==> src/hw/rtl/ssc_pkg.sv <==
// ----------------------------------------------------------------------------
// ssc_pkg
// Shared sizes, gap table and bundle types for the Shell sort block.
// ----------------------------------------------------------------------------
package ssc_pkg;

	localparam int MAX_ELEMS = 64;
	localparam int DATA_W    = 32;
	localparam int ADDR_W    = $clog2(MAX_ELEMS);
	localparam int CNT_W     = $clog2(MAX_ELEMS + 1);
	localparam int GAP_COUNT = 8;
	localparam int GIDX_W    = $clog2(GAP_COUNT);
	localparam int GAP_W     = 10;

	// Ciura gap sequence, smallest first
	localparam logic [GAP_W-1:0] CIURA_GAPS [GAP_COUNT] = '{
		10'd1, 10'd4, 10'd10, 10'd23, 10'd57, 10'd132, 10'd301, 10'd701
	};

	// element store access: one write port and one read address
	typedef struct packed {
		logic              we;
		logic [ADDR_W-1:0] waddr;
		logic [DATA_W-1:0] wdata;
		logic [ADDR_W-1:0] raddr;
	} ram_req_t;

	// sort launch from the load side
	typedef struct packed {
		logic             start;
		logic [CNT_W-1:0] count;
	} sort_cmd_t;

endpackage

==> src/hw/rtl/ssc_if.sv <==
// ----------------------------------------------------------------------------
// ssc_if
// Valid/ready stream channels for element input and sorted output.
// ----------------------------------------------------------------------------
interface ssc_in_if;
	logic                     valid;
	logic                     ready;
	logic signed [ssc_pkg::DATA_W-1:0] value;
	logic                     final_item;

	modport source (output valid, output value, output final_item, input ready);
	modport sink (input valid, input value, input final_item, output ready);
endinterface

interface ssc_out_if;
	logic                     valid;
	logic                     ready;
	logic signed [ssc_pkg::DATA_W-1:0] sorted_value;
	logic                     final_result;

	modport source (output valid, output sorted_value, output final_result, input ready);
	modport sink (input valid, input sorted_value, input final_result, output ready);
endinterface

==> src/hw/rtl/ssc_ram.sv <==
// ----------------------------------------------------------------------------
// ssc_ram
// Generic single-write, single-read RAM with registered read data.
// ----------------------------------------------------------------------------
module ssc_ram #(
	parameter int WIDTH = 32,
	parameter int DEPTH = 64
) (
	input  logic                     clk,
	input  logic                     we,
	input  logic [$clog2(DEPTH)-1:0] waddr,
	input  logic [WIDTH-1:0]         wdata,
	input  logic [$clog2(DEPTH)-1:0] raddr,
	output logic [WIDTH-1:0]         rdata
);

	logic [WIDTH-1:0] mem [DEPTH];

	always_ff @(posedge clk) begin
		if (we) begin
			mem[waddr] <= wdata;
		end
		rdata <= mem[raddr];
	end

endmodule

==> src/hw/rtl/ssc_engine.sv <==
// ----------------------------------------------------------------------------
// ssc_engine
// Shell sort sequencer: gapped insertion passes over the element store.
// ----------------------------------------------------------------------------
module ssc_engine (
	input  logic                         clk,
	input  logic                         arst_n,
	input  ssc_pkg::sort_cmd_t           cmd,
	input  logic [ssc_pkg::DATA_W-1:0]   rdata,
	output ssc_pkg::ram_req_t            req,
	output logic                         done
);

	localparam logic [2:0] E_IDLE = 3'd0;
	localparam logic [2:0] E_PASS = 3'd1;
	localparam logic [2:0] E_NEXT = 3'd2;
	localparam logic [2:0] E_HOLD = 3'd3;
	localparam logic [2:0] E_CMP  = 3'd4;
	localparam logic [2:0] E_PUT  = 3'd5;

	logic [2:0]                   st_q;
	logic [ssc_pkg::CNT_W-1:0]    n_q;
	logic [ssc_pkg::GIDX_W-1:0]   gidx_q;
	logic [ssc_pkg::CNT_W-1:0]    outer_q;
	logic [ssc_pkg::CNT_W-1:0]    inner_q;
	logic [ssc_pkg::DATA_W-1:0]   held_q;
	logic                         done_q;

	logic [ssc_pkg::GIDX_W-1:0]   first_gidx;
	logic [ssc_pkg::CNT_W-1:0]    gap;
	logic [ssc_pkg::CNT_W-1:0]    inner_dn;
	logic                         shift;

	// largest gap below the element count, gap 1 when none
	always_comb begin
		first_gidx = '0;
		for (int g = 0; g < ssc_pkg::GAP_COUNT; g++) begin
			if (ssc_pkg::CIURA_GAPS[g] < ssc_pkg::GAP_W'(cmd.count)) begin
				first_gidx = ssc_pkg::GIDX_W'(g);
			end
		end
	end

	// gaps in use are below the count, so the truncation is lossless
	assign gap      = ssc_pkg::CIURA_GAPS[gidx_q][ssc_pkg::CNT_W-1:0];
	assign inner_dn = inner_q - gap;
	assign shift    = $signed(rdata) > $signed(held_q);
	assign done     = done_q;

	always_comb begin
		req.we    = 1'b0;
		req.waddr = inner_q[ssc_pkg::ADDR_W-1:0];
		req.wdata = held_q;
		req.raddr = outer_q[ssc_pkg::ADDR_W-1:0];
		unique case (st_q)
			E_HOLD: begin
				req.raddr = outer_q[ssc_pkg::ADDR_W-1:0] - gap[ssc_pkg::ADDR_W-1:0];
			end
			E_CMP: begin
				req.we = 1'b1;
				if (shift) begin
					req.wdata = rdata;
					req.raddr = inner_dn[ssc_pkg::ADDR_W-1:0] - gap[ssc_pkg::ADDR_W-1:0];
				end
			end
			E_PUT: begin
				req.we = 1'b1;
			end
			default: begin
			end
		endcase
	end

	always_ff @(posedge clk or negedge arst_n) begin
		if (!arst_n) begin
			st_q    <= E_IDLE;
			n_q     <= '0;
			gidx_q  <= '0;
			outer_q <= '0;
			inner_q <= '0;
			done_q  <= 1'b0;
		end else begin
			done_q <= 1'b0;
			unique case (st_q)
				E_IDLE: begin
					if (cmd.start) begin
						n_q    <= cmd.count;
						gidx_q <= first_gidx;
						st_q   <= E_PASS;
					end
				end
				E_PASS: begin
					outer_q <= gap;
					st_q    <= E_NEXT;
				end
				E_NEXT: begin
					if (outer_q < n_q) begin
						st_q <= E_HOLD;
					end else if (gidx_q == '0) begin
						done_q <= 1'b1;
						st_q   <= E_IDLE;
					end else begin
						gidx_q <= gidx_q - 1'b1;
						st_q   <= E_PASS;
					end
				end
				E_HOLD: begin
					inner_q <= outer_q;
					st_q    <= E_CMP;
				end
				E_CMP: begin
					if (shift) begin
						inner_q <= inner_dn;
						if (inner_dn < gap) begin
							st_q <= E_PUT;
						end
					end else begin
						outer_q <= outer_q + 1'b1;
						st_q    <= E_NEXT;
					end
				end
				E_PUT: begin
					outer_q <= outer_q + 1'b1;
					st_q    <= E_NEXT;
				end
				default: begin
					st_q <= E_IDLE;
				end
			endcase
		end
	end

	// held value is payload, no reset
	always_ff @(posedge clk) begin
		if (st_q == E_HOLD) begin
			held_q <= rdata;
		end
	end

endmodule

==> src/hw/rtl/shell_sort_ciura_gaps_top.sv <==
// ----------------------------------------------------------------------------
// shell_sort_ciura_gaps_top
// Loads a set of signed values, Shell sorts it with Ciura gaps, streams it out.
// ----------------------------------------------------------------------------
//
//  channel | dir | payload                        | transfer when
//  --------+-----+--------------------------------+------------------------
//  din     | in  | value[31:0], final_item        | din.valid & din.ready
//  dout    | out | sorted_value[31:0], final_result| dout.valid & dout.ready
//
// Loading accepts one element per cycle. The final element starts the sort,
// which runs out of the single-port-pair element RAM, one gapped insertion
// pass per gap, from the largest gap below the count down to gap 1.
// Emission reads each element from the RAM, then loads the output register.
// After reset the block loads at once; no clearing pass is needed.
// din is held off during sort and emit; a stalled dout holds its register,
// and din reopens while the last result still waits to be taken.
// ----------------------------------------------------------------------------
module shell_sort_ciura_gaps_top (
	input  logic        clk,
	input  logic        arst_n,
	ssc_in_if.sink      din,
	ssc_out_if.source   dout
);

	localparam logic [1:0] T_LOAD = 2'd0;
	localparam logic [1:0] T_SORT = 2'd1;
	localparam logic [1:0] T_ERD  = 2'd2;
	localparam logic [1:0] T_ELD  = 2'd3;

	logic [1:0]                       st_q;
	logic [ssc_pkg::CNT_W-1:0]        cnt_q;
	logic [ssc_pkg::ADDR_W-1:0]       idx_q;
	logic                             ovalid_q;
	logic [ssc_pkg::DATA_W-1:0]       odata_q;
	logic                             olast_q;

	logic                             in_xfer;
	logic                             out_xfer;
	logic                             full;
	logic [ssc_pkg::CNT_W-1:0]        cnt_nx;
	logic                             last_idx;

	ssc_pkg::sort_cmd_t               cmd;
	ssc_pkg::ram_req_t                eng_req;
	ssc_pkg::ram_req_t                req;
	logic [ssc_pkg::DATA_W-1:0]       rdata;
	logic                             sort_done;

	assign din.ready = (st_q == T_LOAD);
	assign in_xfer   = din.valid && din.ready;
	assign out_xfer  = ovalid_q && dout.ready;

	// a full store drops the value, the final mark still counts
	assign full   = (cnt_q == ssc_pkg::CNT_W'(ssc_pkg::MAX_ELEMS));
	assign cnt_nx = full ? cnt_q : cnt_q + 1'b1;

	assign last_idx = (ssc_pkg::CNT_W'(idx_q) + 1'b1) == cnt_q;

	assign cmd.start = in_xfer && din.final_item;
	assign cmd.count = cnt_nx;

	assign dout.valid        = ovalid_q;
	assign dout.sorted_value = odata_q;
	assign dout.final_result = olast_q;

	// RAM port ownership: engine while sorting, load/emit otherwise
	always_comb begin
		if (st_q == T_SORT) begin
			req = eng_req;
		end else begin
			req.we    = in_xfer && !full;
			req.waddr = cnt_q[ssc_pkg::ADDR_W-1:0];
			req.wdata = din.value;
			req.raddr = idx_q;
		end
	end

	ssc_ram #(
		.WIDTH (ssc_pkg::DATA_W),
		.DEPTH (ssc_pkg::MAX_ELEMS)
	) u_store (
		.clk   (clk),
		.we    (req.we),
		.waddr (req.waddr),
		.wdata (req.wdata),
		.raddr (req.raddr),
		.rdata (rdata)
	);

	ssc_engine u_engine (
		.clk    (clk),
		.arst_n (arst_n),
		.cmd    (cmd),
		.rdata  (rdata),
		.req    (eng_req),
		.done   (sort_done)
	);

	always_ff @(posedge clk or negedge arst_n) begin
		if (!arst_n) begin
			st_q     <= T_LOAD;
			cnt_q    <= '0;
			idx_q    <= '0;
			ovalid_q <= 1'b0;
		end else begin
			if (out_xfer) begin
				ovalid_q <= 1'b0;
			end
			unique case (st_q)
				T_LOAD: begin
					if (in_xfer) begin
						cnt_q <= cnt_nx;
						if (din.final_item) begin
							st_q <= T_SORT;
						end
					end
				end
				T_SORT: begin
					if (sort_done) begin
						idx_q <= '0;
						st_q  <= T_ERD;
					end
				end
				T_ERD: begin
					// read issued this cycle; proceed once the output slot frees
					if (!ovalid_q || dout.ready) begin
						st_q <= T_ELD;
					end
				end
				T_ELD: begin
					ovalid_q <= 1'b1;
					if (last_idx) begin
						cnt_q <= '0;
						st_q  <= T_LOAD;
					end else begin
						idx_q <= idx_q + 1'b1;
						st_q  <= T_ERD;
					end
				end
				default: begin
					st_q <= T_LOAD;
				end
			endcase
		end
	end

	// output payload, no reset
	always_ff @(posedge clk) begin
		if (st_q == T_ELD) begin
			odata_q <= rdata;
			olast_q <= last_idx;
		end
	end

endmodule
==> src/flat_wrapper.sv <==
// flat-port wrapper written by rule: the top's interface ports become plain ports
module shell_sort_ciura_gaps_top_flat 
  (clk, arst_n, din_valid, din_value, din_final_item, din_ready, dout_valid, dout_sorted_value, dout_final_result, dout_ready);
  ssc_in_if din_i ();
  ssc_out_if dout_i ();
  input  logic clk;
  input  logic arst_n;
  input wire logic [$bits(din_i.valid)-1:0] din_valid;
  input wire logic [$bits(din_i.value)-1:0] din_value;
  input wire logic [$bits(din_i.final_item)-1:0] din_final_item;
  output wire logic [$bits(din_i.ready)-1:0] din_ready;
  output wire logic [$bits(dout_i.valid)-1:0] dout_valid;
  output wire logic [$bits(dout_i.sorted_value)-1:0] dout_sorted_value;
  output wire logic [$bits(dout_i.final_result)-1:0] dout_final_result;
  input wire logic [$bits(dout_i.ready)-1:0] dout_ready;
  assign din_i.valid = din_valid;
  assign din_i.value = din_value;
  assign din_i.final_item = din_final_item;
  assign din_ready = din_i.ready;
  assign dout_valid = dout_i.valid;
  assign dout_sorted_value = dout_i.sorted_value;
  assign dout_final_result = dout_i.final_result;
  assign dout_i.ready = dout_ready;
  shell_sort_ciura_gaps_top u_core (.clk(clk), .arst_n(arst_n), .din(din_i), .dout(dout_i));
endmodule
==> config.mk <==
export PLATFORM = sky130hd
export DESIGN_NAME = shell_sort_ciura_gaps_top_flat
export DESIGN_NICKNAME = d
export VERILOG_FILES = /design/src/hw/rtl/ssc_pkg.sv /design/src/hw/rtl/ssc_if.sv /design/src/hw/rtl/ssc_ram.sv /design/src/hw/rtl/ssc_engine.sv /design/src/hw/rtl/shell_sort_ciura_gaps_top.sv /design/src/flat_wrapper.sv
export SDC_FILE = /design/constraint.sdc
export NUM_CORES = 2
export LEC_CHECK = 0
export BUFFER_PORTS_ARGS = -buffer_cell sky130_fd_sc_hd__buf_2
export CORE_AREA = 2 2 321 562
export CTS_BUF_LIST = sky130_fd_sc_hd__clkbuf_4
export CTS_CLUSTER_SIZE = 12
export DETAILED_ROUTE_END_ITERATION = 12
export DIE_AREA = 0 0 323 564
export PLACE_DENSITY = 0.78
export SETUP_SLACK_MARGIN = 0.4
export SYNTH_ARGS = -nofsm -noshare
export SYNTH_HDL_FRONTEND = slang
export SYNTH_SLANG_ARGS = --single-unit
==> constraint.sdc <==
create_clock -name clk -period 4.4 [get_ports clk]
set_input_delay 1.1 -clock clk [delete_from_list [all_inputs] [get_ports clk]]
set_output_delay 1.1 -clock clk [all_outputs]
set_load 0.01 [all_outputs]
* After elaboration in Yosys (flattened, before gate mapping)
Memories as Yosys holds them, arrays and structs flattened. A register that Yosys moved wholly into a read port is not among the register bits.
Index checks and enable logic that the tools add are counted.
** Storage, ports and cells
- Bits in registers :: 109
- Bits in writable memories :: 2048
- ROM bits :: 80
- Output and inout bits :: 35
- Logic and storage cells :: 125
- Memories :: 2
** Memories
- u_core.u_store.mem :: words 64, width 32, rd ports 1, clocked after Yosys merged registers in 1, write ports 1, RTL line ssc_ram.sv:17 : logic [WIDTH-1:0] mem [DEPTH];
- (name not given) :: words 8, width 10, rd ports 1, clocked after Yosys merged registers in 0, write ports 0, RTL line ssc_engine.sv:45 : assign gap = ssc_pkg::CIURA_GAPS[gidx_q][ssc_pkg::CNT_W-1:0];
** Cells by class
- $add $sub $neg :: 8
- Magnitude comparators :: 8
- Eq/ne operators :: 22
- Muxes and demuxes :: 45
- Bitwise gates (word level) :: 1
- Reductions and logical operators :: 26
** Operators by type and width (count)
- 7-bit two-way mux :: 7
- 45-bit two-way mux :: 1
- 38-bit two-way mux :: 1
- 32-bit > comparator :: 1
- 32-bit two-way mux :: 1
- 7-bit case mux with 2 select lines :: 2
- 3-bit two-way mux :: 8
- 6-bit case mux with 2 select lines :: 2
- 7-bit case mux with 3 select lines :: 1
- 2-bit inequality test (second input constant) :: 8
- 3-bit case mux with 5 select lines :: 1
- 7-bit by 1-bit adder with 7-bit output (second input constant) :: 2
- 7-bit < comparator :: 2
- 2-bit two-way mux :: 7
- 6-bit two-way mux :: 2
- 6-bit subtractor :: 2
- 1-bit two-way mux :: 10
- 2-bit nonzero test :: 5
- 2-bit case mux with 4 select lines :: 1
- 2-bit AND reduction :: 4
- 4-bit AND reduction :: 2
- 6-bit by 1-bit adder with 7-bit output (second input constant) :: 1
- 7-bit == test :: 1
- 7-bit == test (second input constant) :: 1
- other kinds (25) :: 37

* Logic depth before layout (Yosys ltp)
- Depth after elaboration :: 11
- Depth in mapped cells :: 22

* Modules after synthesis
Synthesis repeated with hierarchy kept, for this count alone.
** Second synthesis, totals
- Cell total of the unflattened synthesis :: 4045
- Area total of the unflattened synthesis :: 85734.7 µm²
** By module, submodules not included
- ssc_ram :: instances 1, cells an instance 3324, area an instance 78515.3 µm², seq. area each 62139.6 µm²
- ssc_engine :: instances 1, cells an instance 508, area an instance 4571.9 µm², seq. area each 1661.6 µm²
- shell_sort_ciura_gaps_top :: instances 1, cells an instance 213, area an instance 2647.5 µm², seq. area each 1391.3 µm²

* Worst setup path before layout
OpenSTA, ideal clock, no wires.
- Path type :: register to register
- From :: register u_core.u_engine.held_q[30] (netlist bit)
- To :: memory u_core.u_store.mem[0][10], data pin
- Setup time :: 0.588 ns
- Data arrival time :: 4.317 ns
- Path slack :: -0.505 ns
- Cell stages (with the launch flop) :: 11
- Buffers on the path :: 1
- Path through :: edfxtp_1 -> inv_1 -> ha_1 -> nand4_1 -> nor3_1 -> a221o_1 -> or3_1 -> a31oi_2 -> clkbuf_1 -> nand2_1 -> a31oi_1
** RTL lines
- from (decl) :: RTL line ssc_engine.sv:26 : logic [ssc_pkg::DATA_W-1:0] held_q;
- from (signal assigned) :: RTL line ssc_engine.sv:136 : held_q <= rdata;
- to (decl) :: RTL line ssc_ram.sv:17

* Worst setup path in the final report
- From :: register u_core.u_engine.gidx_q[1] (netlist bit)
- To :: register u_core.u_store.rdata[24] (read register of u_core.u_store.mem)
** Between the ends
- Cells in the longest elaborated chain, start to end :: 9
** RTL lines
- from (decl) :: RTL line ssc_engine.sv:23 : logic [ssc_pkg::GIDX_W-1:0] gidx_q;
- from (signal assigned) :: RTL line ssc_engine.sv:88 : gidx_q <= first_gidx;
- from (signal assigned) :: RTL line ssc_engine.sv:103 : gidx_q <= gidx_q - 1'b1;
- 3-bit inverter with 4-bit output (implied by the code) (*) :: RTL line ssc_engine.sv:45
- memory read 8 x 10 bit (*)
- 7-bit two-way mux (implied by the code) (*) (2 in a row) :: RTL line ssc_engine.sv:45
- 7-bit subtractor :: RTL line ssc_engine.sv:46 : assign inner_dn = inner_q - gap;
- 6-bit subtractor :: RTL line ssc_engine.sv:63 : req.raddr = inner_dn[ssc_pkg::ADDR_W-1:0] - gap[ssc_pkg::ADDR_W-1:0];
- 38-bit two-way mux :: RTL line ssc_engine.sv:61 : if (shift) begin
- 6-bit case mux with 2 select lines (*) :: RTL line ssc_engine.sv:55 : unique case (st_q)
- 45-bit two-way mux (*) :: RTL line shell_sort_ciura_gaps_top.sv:69 : if (st_q == T_SORT) begin
- to (decl) :: RTL line ssc_ram.sv:14 : output logic [WIDTH-1:0] rdata
Every way passes the cells marked *; elsewhere a longest branch is shown, timed or not. The select of a mux whose other input is x is not followed.
A chain may end at the register's enable or synchronous reset.

==> results.md <==
Outcome:
- The run finished, with violations left.
- The final reports fail on setup timing.

CTS:
- The maximum level of the CTS H-tree is 5.
- TritonCTS built the clock tree.
- The clock net sink count is 2189.
- The tree is rooted in a clkbuf_4.
- The number of buffers between clock root and the deepest sink is 4.
- The clock transition at the register clock pins on the worst setup and hold paths after CTS is around 0.080 ns.
- The number of hold buffers added after CTS was 0.
- The clock reaches the later pin of the worst-skew pair after between 1 and 1.5 ns.
- TritonCTS created approximately 440 clock buffers.

Critical path:
- The endpoint identified for the worst register-to-register timing path is u_core.u_store.rdata[24].
- The length in cells of the worst reg-to-reg path is 21.
- In this run the critical register-to-register path is launched from u_core.u_engine.gidx_q[1].
- The sort of element at the end of the critical path is a flip-flop.
- Counting both buffers and inverters, the worst setup path holds a total of 9.
- The type of the worst setup path is reg2reg.
- Data on the critical path is required at its endpoint by 5.61 ns.
- The maximum single-stage delay on the critical path is roughly 0.6 ns.
- Among all stages on the critical path, the largest delay is contributed by a211oi_2.
- Setup slack on the worst reg-to-reg path comes out at -0.81 ns.
- Broken down by cell family, the worst path's largest delay share belongs to compound AO/OA/AOI/OAI gates.
- The nature of the critical path startpoint is a flip-flop.
- The critical path data arrival time is around 6.4 ns.
- Walking the worst path, the cells encountered are inv_2 > ha_4 > mux2i_4 > ha_2 > inv_2 > fa_1 > buf_6 > fa_2 > a221o_4 > buf_12 > and2_4 > buf_6 > buf_12 > buf_8 > buf_16 > buf_4 > nand2_1 > a311oi_1 > a31oi_1 > a211oi_2 > o22a_1.
- Along the worst path, the maximum fanout reaches 4.

Final layout:
- For this run, the share of the core covered by cells in the final layout is ~62%.
- At the end of the flow, the number of nets in the layout was between 7000 and 8000.
- The final standard cell area without fillers is roughly 110000 sq um.
- The share of post-route cells with drive strength above 1 is ~28%.
- The area growth from synthesis to layout is 24.2%.
- The filler cell count is around 12000.

Synthesis:
- After synthesis, the share of flip-flops with an asynchronous set or reset is between 2 and 2.5%.
- Counting every instance in the synthesized netlist gives approximately 6400.
- The mean cell area of the mapped netlist is 13.8 sq um.
- The number of storage elements in the synthesis netlist is 2189.
- In this run, synthesis inferred between 2000 and 2500 flip-flops with an integrated enable.
- For this run, the number of Yosys warnings is 0.
- The most frequently used flop master after synthesis is edfxtp_1.
- The number of different library cells used by synthesis comes to about 80.
- The post-synthesis sequential area ratio is about 74%.
- In this run the cell area of the synthesized design comes to 88400 sq um.
- The synthesized netlist net count is between 6000 and 7000.

Route:
- Using the TritonRoute via totals, the vias-per-cell ratio works out to ~6.4.
- In this run, the number of DRC markers left after iteration 0 of detailed routing was between 10000 and 15000.
- In the final routed layout, each cell accounts on average for approximately 30 um.
- After detailed routing, the total wire length is 304000 um.
- The total iterations of the first detailed-routing run is 9.
- The overall via count from detail_route is 65660.
- The count of antenna-violating nets left after detailed routing is 0.
- The remaining design rule violation count is 0.

Timing:
- The number of hold-slack violations in the final timing report is 0.
- After layout, the worst setup slack is -0.814 ns.
- The largest clock skew in the final design is ~0.17 ns.
- The final max-slew violation count is 0.
- The worst relative slew slack is between 20 and 30%.
- After layout, the minimum clock period comes to approximately 5.2 ns.
- The slew of the pin with the lowest slew margin is 1.11 ns.
- The final period utilization is 118%.
- The worst hold slack is approximately 0.020 ns.
- The maximum operating frequency is roughly 190 MHz.
- The sum of negative setup slack is -19.54 ns.
- Setup repair after global routing could not meet its margin everywhere.
- The final setup violation count is 32.

Flow run:
- The max capacitance violation total is 0.

Power:
- The portion of total power attributed to combinational logic is between 50% and 60%.
- The reported leakage power is between 30 and 40 nW.
- In this run the power spent charging and discharging nets is about 38 mW.
- The power per standard cell area is roughly 800 nW/um^2.
- The internal power contribution is 51.5 mW.
- Per report_power, the sequential group accounts for between 30% and 40% of the total.
- The post-layout total power is between 80 and 90 mW.
- IR analysis of the VDD net gives a maximum drop of around 940 uV.
- Net switching is between 40% and 50% of the power.
- In this run, the clock network consumes between 10% and 20% of the power.

Die:
- The die boundary width is about 320 um.
- The core region is ~180000 sq um.
- The area of the die is roughly 180000 sq um.
- The count of pins on the block boundary is 72.
- The die is roughly 560 um tall.
- The initial utilization of the core area, before any placement, comes to about 50%.
- In this run the core area contains between 200 and 250 standard-cell rows.

Global route:
- The global routing met1 resource utilization is between 30% and 40%.
- The combined global-route utilization of all metal layers is 32.1%.
- The pin count of the biggest net entering global routing is 65.
- The wire length of the first global-routing pass is approximately 420000 um.
- In this run the most used layer during global routing was met2.
- For this run the aggregate overflow at the end of global routing stands at 0.
- The number of antenna violations at the first check in global routing was 16.
- The global routing usage on met2 is between 50% and 60%.
- The global routing met3 resource utilization is under 10%.
- The number of global-route vias before repair is 64851.

Placed design:
- Detailed placement finished with a half-perimeter wire length of 183000 um.
- Port buffering added between 70 and 80 buffers.
- The routability congestion estimate is about 1.0.
- The placed instances occupy a cell area of around 100000 sq um.

Hold path:
- The class of the tightest hold or removal check is in2async.
-- cell type report --
class	count	area [sq um]	area share, %
inverter	65	244	0.222
sequential	2189	65200	59.4
antenna	13	32.5	0.0296
timing repair buffer	1055	11400	10.3
clock inverter	161	763	0.695
tap	2380	2980	2.71
multi-input combinational	3739	24600	22.4
clock buffer	625	4690	4.27
-- what timing repair did --
item | 4_1_cts | 5_1_grt
endpoints found under the setup margin | 32 | 41
buffers inserted | 64 | 59
gates cloned | 17 | 4
pin swaps | 118 | 110
gates resized for setup | 381 | 193
-- worst max-delay path by stage --
stage / start / endpoint / cells past startpoint
3_3_place_gp: u_core.u_engine.gidx_q[0] / u_core.u_store.rdata[19] / 21
5_1_grt: u_core.u_engine.gidx_q[1] / u_core.u_store.rdata[26] / 23
3_5_place_dp: u_core.u_store.rdata[17] / u_core.u_store.rdata[19] / 18
4_1_cts: u_core.u_engine.gidx_q[0] / u_core.u_store.rdata[25] / 18
2_1_floorplan: u_core.u_engine.held_q[30] / u_core.u_store.mem[0][1] / 9
6_report: u_core.u_engine.gidx_q[1] / u_core.u_store.rdata[24] / 21
-- power by group through the flow --
stage          clock network [mW]  registers (mW)  logic (mW)
3_3_place_gp                    0            27.2        37.9
4_1_cts                      14.5            26.7        43.3
3_5_place_dp                    0            27.2        38.7
2_1_floorplan                   0            27.2        18.0
6_report                     14.6            26.8        47.9
5_1_grt                      15.5            26.8        48.9
-- cell usage in the layout (no fill, tap or decap), drive strengths merged, types with 12 or more instances in the layout --
cell type,instances
dfxtp,32
nand4,28
a31oi,249
a311oi,130
buf,1047
clkbuf,628
xnor2,13
xor2,12
o22ai,45
a221oi,13
mux2i,208
a211oi,182
o21ai,69
nand2b,13
nor3,28
a22oi,22
or2,13
clkinv,146
a32oi,19
dfrtp,44
nand3,480
nand2,1496
o221ai,67
a21oi,96
and3,168
nor2,147
edfxtp,2113
inv,72
ha,68
diode,13
a21o,16
-- stage by stage --
step / std cells / worst slack (ns)
final: 10227 / -0.814
after global routing: 10224 / -0.849
after CTS: 10151 / -0.562
after detailed placement: 9284 / -1.13
after global placement: 9284 / -1.16
after floorplan: 6424 / -0.209
-- synthesized netlist by cell type (all sizes together) (28+ instances only) --
cell,count,area [sq um]
clkbuf,193,724
nand2,1496,5620
dfxtp,32,641
ha,68,851
mux2i,208,2080
o22ai,45,282
a311oi,130,1140
nand4,28,175
dfrtp,44,1100
inv,63,236
edfxtp,2113,63500
and3,168,1050
a211oi,182,1370
o221ai,67,587
nor2,147,564
nand3,480,2400
a21oi,96,480
o21ai,69,345
a31oi,249,1560
buf,239,1220
-- sequential cells by signal (all words and copies together) (netlist names), 2 cells and up --
signal	count
u_core.u_engine.held_q	32
u_core.st_q	2
u_core.idx_q	6
u_core.u_engine.st_q	3
u_core.cnt_q	7
u_core.u_engine.gidx_q	3
u_core.u_store.rdata	32
u_core.u_engine.outer_q	7
u_core.u_engine.inner_q	7
u_core.dout.sorted_value	32
u_core.u_engine.n_q	7
u_core.u_store.mem	2048
-- cells by family (layout without fill, tap and decap cells) --
group	after synthesis	in the layout	share of synthesized area (%)
other	0	13	0
XOR/XNOR	25	25	0.248
AO/OA/AOI/OAI	1013	1013	8.21
adder cells (fa/ha/maj)	71	71	1.03
buffers and inverters	497	1906	2.48
AND/OR/NAND/NOR	2412	2413	11.8
multiplexers	217	217	2.55
flip-flops	2189	2189	73.7
-- layer usage --
metal / part of all wire, % / vias up
met1: 29 / 31455
li1: - / 26850
met5: 0.012 / -
met4: 11 / 6
met3: 12 / 1680
met2: 48 / 5669
(Power assumes the default switching activity.)
